[src/sv/occupancy_stillness_alert_fsm_unit_defines.svh]
// Assertion macros for the occupancy stillness alert unit.
`ifndef OCCUPANCY_STILLNESS_ALERT_FSM_UNIT_DEFINES_SVH
`define OCCUPANCY_STILLNESS_ALERT_FSM_UNIT_DEFINES_SVH

// same-cycle implication, checked out of reset
`define OSA_ASSERT_NOW(label, ante, cons, msg) \
  label: assert property (@(posedge clk) disable iff (rst) (ante) |-> (cons)) \
    else $error(msg);

// next-cycle implication, checked out of reset
`define OSA_ASSERT_NEXT(label, ante, cons, msg) \
  label: assert property (@(posedge clk) disable iff (rst) (ante) |=> (cons)) \
    else $error(msg);

`endif

[src/sv/osa_pkg.sv]
// Shared types, codes and helpers for the occupancy stillness alert unit.
package osa_pkg;

  localparam int unsigned READING_W = 7;
  localparam int unsigned TIME_W    = 32;
  localparam int unsigned CFG_IDX_W = 3;
  localparam int unsigned CFG_DATA_W = 32;

  localparam logic [READING_W-1:0] READING_MAX = 7'd100;

  typedef logic [READING_W-1:0] reading_t;
  typedef logic [TIME_W-1:0]    time_t;

  typedef enum logic [1:0] {
    ST_IDLE      = 2'd0,
    ST_COUNTDOWN = 2'd1,
    ST_DURATION  = 2'd2,
    ST_STILLNESS = 2'd3
  } osa_state_t;

  typedef enum logic [1:0] {
    ALERT_NONE      = 2'd0,
    ALERT_DURATION  = 2'd1,
    ALERT_STILLNESS = 2'd2
  } osa_alert_t;

  localparam logic [CFG_IDX_W-1:0] CFG_FAST_THR       = 3'd0;
  localparam logic [CFG_IDX_W-1:0] CFG_SLOW_THR       = 3'd1;
  localparam logic [CFG_IDX_W-1:0] CFG_COUNTDOWN_LIM  = 3'd2;
  localparam logic [CFG_IDX_W-1:0] CFG_DURATION_LIM   = 3'd3;
  localparam logic [CFG_IDX_W-1:0] CFG_STILLNESS_LIM  = 3'd4;

  localparam reading_t RST_FAST_THR      = 7'd10;
  localparam reading_t RST_SLOW_THR      = 7'd10;
  localparam time_t    RST_COUNTDOWN_LIM = 32'd15000;
  localparam time_t    RST_DURATION_LIM  = 32'd1200000;
  localparam time_t    RST_STILLNESS_LIM = 32'd120000;

  typedef struct packed {
    reading_t fast_thr;
    reading_t slow_thr;
    time_t    countdown_lim;
    time_t    duration_lim;
    time_t    stillness_lim;
  } osa_cfg_t;

  typedef struct packed {
    time_t    now_ms;
    logic     door_open;
    logic     door_closed;
    reading_t fast;
    reading_t slow;
  } osa_poll_t;

  typedef struct packed {
    osa_state_t state;
    logic       changed;
    osa_alert_t alert;
    time_t      elapsed;
  } osa_result_t;

  function automatic reading_t sat_reading(input reading_t v);
    return (v > READING_MAX) ? READING_MAX : v;
  endfunction

endpackage

[src/sv/occupancy_stillness_alert_fsm_unit.sv]
// Top level of the occupancy stillness alert unit: poll register, state machine, result register.
//
//  channel | signals                                              | beat
//  --------+------------------------------------------------------+---------------------
//  in      | in_valid/in_ready, now_ms, door_*, fast_level,       | one poll
//          | slow_level                                           |
//  out     | out_valid/out_ready, occupancy_state, state_changed, | one result per poll
//          | alert_kind, elapsed_ms                               |
//  cfg     | cfg_we, cfg_index, cfg_wdata                         | one register write
//
// One poll per cycle sustained while out_ready holds; a taken poll is held in the poll register and then
// in the result register before it appears as an output beat.
// The state machine commits when the poll register hands its beat to the result register.
// An output stall holds the result register; the poll register keeps taking beats until
// it is full too.
// rst clears state, entry time, valid flags and restores register defaults.
module occupancy_stillness_alert_fsm_unit
  import osa_pkg::*;
(
  input  logic                  clk,
  input  logic                  rst,
  input  logic                  in_valid,
  output logic                  in_ready,
  input  logic [TIME_W-1:0]     now_ms,
  input  logic                  door_open,
  input  logic                  door_closed,
  input  logic [READING_W-1:0]  fast_level,
  input  logic [READING_W-1:0]  slow_level,
  output logic                  out_valid,
  input  logic                  out_ready,
  output logic [1:0]            occupancy_state,
  output logic                  state_changed,
  output logic [1:0]            alert_kind,
  output logic [TIME_W-1:0]     elapsed_ms,
  input  logic                  cfg_we,
  input  logic [CFG_IDX_W-1:0]  cfg_index,
  input  logic [CFG_DATA_W-1:0] cfg_wdata
);

  osa_cfg_t    cfg;
  osa_poll_t   poll;
  logic        poll_valid;
  osa_result_t fsm_result;
  osa_result_t res;
  logic        res_free;
  logic        advance;

  assign res_free = !out_valid || out_ready;
  assign advance  = poll_valid && res_free;
  assign in_ready = !poll_valid || res_free;

  osa_cfg u_cfg (
    .clk   (clk),
    .rst   (rst),
    .we    (cfg_we),
    .index (cfg_index),
    .wdata (cfg_wdata),
    .cfg   (cfg)
  );

  osa_fsm u_fsm (
    .clk    (clk),
    .rst    (rst),
    .cfg    (cfg),
    .commit (advance),
    .poll   (poll),
    .result (fsm_result)
  );

  // poll register
  always_ff @(posedge clk) begin
    if (rst) begin
      poll_valid <= 1'b0;
    end else if (in_ready) begin
      poll_valid <= in_valid;
    end
  end

  always_ff @(posedge clk) begin
    if (in_valid && in_ready) begin
      poll.now_ms      <= now_ms;
      poll.door_open   <= door_open;
      poll.door_closed <= door_closed;
      poll.fast        <= fast_level;
      poll.slow        <= slow_level;
    end
  end

  // result register
  always_ff @(posedge clk) begin
    if (rst) begin
      out_valid <= 1'b0;
    end else if (res_free) begin
      out_valid <= poll_valid;
    end
  end

  always_ff @(posedge clk) begin
    if (advance) begin
      res <= fsm_result;
    end
  end

  assign occupancy_state = res.state;
  assign state_changed   = res.changed;
  assign alert_kind      = res.alert;
  assign elapsed_ms      = res.elapsed;

`include "occupancy_stillness_alert_fsm_unit_defines.svh"

  `OSA_ASSERT_NOW(a_alert_ends_idle, out_valid && alert_kind != ALERT_NONE,
    occupancy_state == ST_IDLE && state_changed, "alert without a move to idle")
  `OSA_ASSERT_NOW(a_ready_when_out_empty, !out_valid, in_ready,
    "input stalled with empty result register")
  `OSA_ASSERT_NEXT(a_advance_fills_out, advance, out_valid,
    "committed poll produced no result")
  `OSA_ASSERT_NOW(a_alert_code_valid, out_valid, alert_kind != 2'd3,
    "undefined alert code")

endmodule

[src/sv/osa_cfg.sv]
// Configuration register bank for the occupancy stillness alert unit.
module osa_cfg
  import osa_pkg::*;
(
  input  logic                  clk,
  input  logic                  rst,
  input  logic                  we,
  input  logic [CFG_IDX_W-1:0]  index,
  input  logic [CFG_DATA_W-1:0] wdata,
  output osa_cfg_t              cfg
);

  always_ff @(posedge clk) begin
    if (rst) begin
      cfg.fast_thr      <= RST_FAST_THR;
      cfg.slow_thr      <= RST_SLOW_THR;
      cfg.countdown_lim <= RST_COUNTDOWN_LIM;
      cfg.duration_lim  <= RST_DURATION_LIM;
      cfg.stillness_lim <= RST_STILLNESS_LIM;
    end else if (we) begin
      unique case (index)
        CFG_FAST_THR:      cfg.fast_thr      <= wdata[READING_W-1:0];
        CFG_SLOW_THR:      cfg.slow_thr      <= wdata[READING_W-1:0];
        CFG_COUNTDOWN_LIM: cfg.countdown_lim <= wdata[TIME_W-1:0];
        CFG_DURATION_LIM:  cfg.duration_lim  <= wdata[TIME_W-1:0];
        CFG_STILLNESS_LIM: cfg.stillness_lim <= wdata[TIME_W-1:0];
        default: begin
        end
      endcase
    end
  end

endmodule

[src/sv/osa_fsm.sv]
// Occupancy state machine: state and entry time registers, next-state and result logic.
module osa_fsm
  import osa_pkg::*;
(
  input  logic        clk,
  input  logic        rst,
  input  osa_cfg_t    cfg,
  input  logic        commit,
  input  osa_poll_t   poll,
  output osa_result_t result
);

  osa_state_t state, state_next;
  time_t      start_time, start_time_next;
  osa_alert_t alert;
  time_t      elapsed;
  reading_t   fast, slow;

  assign fast    = sat_reading(poll.fast);
  assign slow    = sat_reading(poll.slow);
  assign elapsed = (state == ST_IDLE) ? '0 : poll.now_ms - start_time;

  always_ff @(posedge clk) begin
    if (rst) begin
      state      <= ST_IDLE;
      start_time <= '0;
    end else if (commit) begin
      state      <= state_next;
      start_time <= start_time_next;
    end
  end

  // next state
  always_comb begin
    state_next      = state;
    start_time_next = start_time;
    alert           = ALERT_NONE;
    unique case (state)
      ST_IDLE: begin
        if (fast > cfg.fast_thr && poll.door_closed) begin
          state_next      = ST_COUNTDOWN;
          start_time_next = poll.now_ms;
        end
      end
      ST_COUNTDOWN: begin
        if (fast != '0 && fast < cfg.fast_thr) begin
          state_next = ST_IDLE;
        end else if (poll.door_open) begin
          state_next = ST_IDLE;
        end else if (elapsed >= cfg.countdown_lim) begin
          state_next      = ST_DURATION;
          start_time_next = poll.now_ms;
        end
      end
      ST_DURATION: begin
        if (fast != '0 && slow < cfg.slow_thr) begin
          state_next      = ST_STILLNESS;
          start_time_next = poll.now_ms;
        end else if (poll.door_open) begin
          state_next = ST_IDLE;
        end else if (elapsed >= cfg.duration_lim) begin
          state_next = ST_IDLE;
          alert      = ALERT_DURATION;
        end
      end
      ST_STILLNESS: begin
        if (slow > cfg.slow_thr) begin
          state_next      = ST_DURATION;
          start_time_next = poll.now_ms;
        end else if (poll.door_open) begin
          state_next = ST_IDLE;
        end else if (elapsed >= cfg.stillness_lim) begin
          state_next = ST_IDLE;
          alert      = ALERT_STILLNESS;
        end
      end
      default: begin
        state_next = ST_IDLE;
      end
    endcase
  end

  // result
  always_comb begin
    result.state   = state_next;
    result.changed = (state_next != state);
    result.alert   = alert;
    result.elapsed = elapsed;
  end

endmodule
[config.mk]
export PLATFORM = sky130hd
export DESIGN_NAME = occupancy_stillness_alert_fsm_unit
export DESIGN_NICKNAME = d
export VERILOG_FILES = /design/src/sv/osa_pkg.sv /design/src/sv/occupancy_stillness_alert_fsm_unit.sv /design/src/sv/osa_cfg.sv /design/src/sv/osa_fsm.sv
export VERILOG_INCLUDE_DIRS = /design/src /design/src/sv
export SDC_FILE = /design/constraint.sdc
export NUM_CORES = 1
export LEC_CHECK = 0
export ABC_AREA = 1
export ABC_CLOCK_PERIOD_IN_PS = 6000
export BUFFER_PORTS_ARGS = -buffer_cell sky130_fd_sc_hd__buf_2
export CAP_MARGIN = 40
export CORE_MARGIN = 8
export CORE_UTILIZATION = 55
export CTS_BUF_LIST = sky130_fd_sc_hd__clkbuf_16
export CTS_CLUSTER_DIAMETER = 120
export DETAILED_ROUTE_END_ITERATION = 16
export PLACE_DENSITY = 0.71
export SLEW_MARGIN = 10
export SYNTH_ARGS = -nofsm -noshare
export SYNTH_HDL_FRONTEND = slang
export SYNTH_SLANG_ARGS = --single-unit
[constraint.sdc]
create_clock -name clk -period 6 [get_ports clk]
set_clock_uncertainty 0.1 [all_clocks]
set_input_delay 0.6 -clock clk [delete_from_list [all_inputs] [get_ports clk]]
set_output_delay 0.6 -clock clk [all_outputs]
set_load 0.01 [all_outputs]
==> metrics.md <==
| Metric | Value |
|---|---|
| Post-route DRC | `0` |
| Status | `complete, no violations` |
| R2R depth | `24` |
| N_diodes | `0` |
| Syn nets | `1845` |
| CTS tree | `yes` |
| Worst R2R End | `u_fsm.start_time[27]` |
| Register area | `0.00548 mm²` |
| Setup Fix Bufs, Post-CTS | `0` |
| Clk slew on worst S/H paths | `0.06 ns` |
| Routed Antenna Nets | `0` |
| Crit path kind | `flip-flop to flip-flop` |
| Cts hold-fix bufs | `0` |
| Fin. Hold Viols | `0` |
| CP endpoint kind | `flip-flop` |
| RSZ-0062 raised after global routing | `no` |
| Critical Path RT | `6.31 ns` |
| Nets | `1957` |
| Max Clock Freq | `0.222 GHz` |
| Synth top area cells | `dfxtp_1 23%, edfxtp_1 20%, ha_1 14%, a21oi_1 9.0%, inv_1 7.5%` |
| Final TNS setup | `0 ns` |
| First-pass GRT wire length | `51600 µm` |
| Final worst-path cycle share | `75.2%` |
| CP startpoint | `poll[16]` |
| Drt via density | `5.31` |
| Flops & latches, synth | `231` |
| WHS Endpoint | `poll[4]` |
| Syn-to-layout area delta | `12.8%` |
| CP max FO | `64` |
| Initial antenna violation count | `0` |
| Area of the multi-input gates | `0.00622 mm²` |
| Gate Count Post-Synth | `1615` |
| Cell variety after synth | `42` |
| Top-area cell type share of the netlist area | `22.6%` |
| Final GP Congestion | `0.864` |
| DP HPWL | `24400 µm` |
| Std cell rows | `56` |
| Area leader, netlist | `dfxtp_1` |
| CTS H-tree lvls | `1` |
| # setup viols final | `0` |
| Root Driver | `clkbuf_16` |
| Post-synth EDFFs | `85` |
| Max cap viols | `0` |
| IO buf count | `126` |
| Fraction of layout cells with a size suffix above 1 | `11.2%` |
| Starting Density | `55.5%` |
| Most common cell after layout, fill and taps aside | `inv_1` |
| Total CTS buffers | `26` |
| R2R setup slack | `1.49 ns` |
| Syn Area/Cell | `8.02 µm²` |
| Final cell count without fillers | `2065` |
| Ys flop type | `dfxtp_1` |
| Vias in the first global route | `10200` |
| Worst skew pair latency | `0.55 ns` |
| Slew @ Worst Pin | `0.827 ns` |
| Crit path arrival time | `4.83 ns` |
| Fillers | `2116` |
| Seq/Total Area, Yosys | `42.2%` |
| Die X | `170 µm` |
| Die Ht | `170 µm` |
| DR WL/cell | `15.6 µm` |
| Gr ovfl total | `0` |
| Synth Warn # | `0` |
| Placed cell count | `2018` |
| Slew margin rel. | `44.8%` |
| Core footprint | `0.0233 mm²` |
| Drt first pass iters | `5` |
| Reg-to-Reg Start | `poll[16]` |
| Placement Setup Slack | `1.50 ns` |
| Drt total wl | `32300 µm` |
| Iteration-0 DRC Markers | `634` |
| P per Cell Area | `284 mW/mm²` |
| Maximum vdd drop | `0.000226 V` |
| PostCTS Resize Cnt | `0` |
| Largest net degree at the start of global routing | `67` |
| Io pins | `127` |
| Die Area | `0.0287 mm²` |
| CTS Buffer Depth | `3` |
| Hold WC Path Type | `input pin to flip-flop` |
| Worst setup SP type | `flip-flop` |
| Setup WS post-layout | `1.49 ns` |
| Slew Limit Fails | `0` |
| CTS sink cnt | `231` |
| Mapped Area | `0.0130 mm²` |
| Hold path depth | `1` |
| HP Start | `slow_level[4]` |
| Synth async-reset ratio | `0%` |
| Vias | `11000` |
| Leakage | `0.00667 µW` |
| Most frequent cells in the layout | `262 x inv_1, 239 x nand2_1, 233 x a21oi_1` |
| Tot GR Track Use | `22.0%` |
| Fin crit period | `4.51 ns` |
[how the worst max path moves through the flow]
stage                     depth (start not counted)                    to  slack (ns)
final                                            24  u_fsm.start_time[27]        1.49
after global placement                           24  u_fsm.start_time[25]        1.63
after floorplan                                  26  u_fsm.start_time[29]        2.59
after CTS                                        24  u_fsm.start_time[10]        1.49
after detailed placement                         24  u_fsm.start_time[10]        1.50
after global routing                             24  u_fsm.start_time[10]        1.03
[logic make-up (layout without fill, tap and decap cells)]
logic type	count (synthesis)	count (layout)	share of synthesized area, %
AOI/OAI and AO/OA	428	428	17.6
DFF	231	231	42.2
xor gates and xnor gates	8	8	0.541
adders and majority gates	142	142	13.8
buffers and inverters	311	442	9.73
and+or+nand+nor	495	495	16.1
[metal layers]
| metal | track usage [%] | part of all wire [%] |
|---|---|---|
| met4 | 6.23 | 2.3 |
| met2 | 35.9 | 45 |
| met3 | 2.95 | 5.9 |
| met1 | 30.3 | 47 |
| met5 | 0 | 0 |
[worst max-delay path, stage by stage (launching register included)]
cell and delay [ns]:
edfxtp_1 0.33, inv_1 0.06, ha_1 0.22, fa_1 0.42, o21ai_2 0.26, a21oi_1 0.14
inv_1 0.12, nand2_1 0.06, nand2_1 0.13, nand3_1 0.12, nand3_1 0.11, nand2_1 0.06
nor2_1 0.39, ha_1 0.19, nand2_1 0.07, nor2_2 0.15, nand4_1 0.14, nor4_2 0.21
nand2_1 0.13, nand2_1 0.11, nand2_2 0.07, nand2_4 0.46, nand3_1 0.14, nand2_1 0.10
nor2_1 0.04
[where the power goes]
part	switching (µW)	internal, µW
combinational	573	308
sequential	34.1	1720
clock	643	874
[Yosys cell counts, drive strengths merged (3+ instances only)]
master	instances
inv	258
a21boi	3
nor4	5
edfxtp	85
nor3	9
a21o	8
clkbuf	34
o21bai	5
o21a	10
xnor2	4
buf	18
dfxtp	146
nand3	60
a21oi	235
nand4	13
xor2	4
o21ai	143
o211ai	20
ha	141
nor2	157
nand2	246
[stage by stage]
step | utilization [%] | total power, µW | cell area (µm²) | hold slack (ns)
floorplan | - | 2400 | 13000 | 0.335
global placement | 59.0 | 2630 | 13800 | 0.346
detailed placement | 59.1 | 2660 | 13800 | 0.351
CTS | 62.6 | 4180 | 14600 | 0.110
global route | 62.6 | 4370 | 14600 | 0.111
finish | 62.6 | 4150 | 14600 | 0.128
[registers in the layout, summed over array words and instances (netlist names), 2 cells and up]
signal / cells
poll: 48
occupancy_state: 2
u_fsm.start_time: 32
alert_kind: 2
u_fsm.state: 2
elapsed_ms: 32
u_cfg.cfg: 110
[layout make-up]
| cell class | count | share of cell area, % |
|---|---|---|
| multi-input cells | 1073 | 42.6 |
| flip-flops and latches | 231 | 37.5 |
| inverters | 259 | 6.65 |
| repair buffers | 136 | 5.00 |
| clock buffers | 26 | 4.45 |
| well taps | 319 | 2.73 |
| clock inverters | 21 | 1.10 |
(Power assumes the default switching activity.)
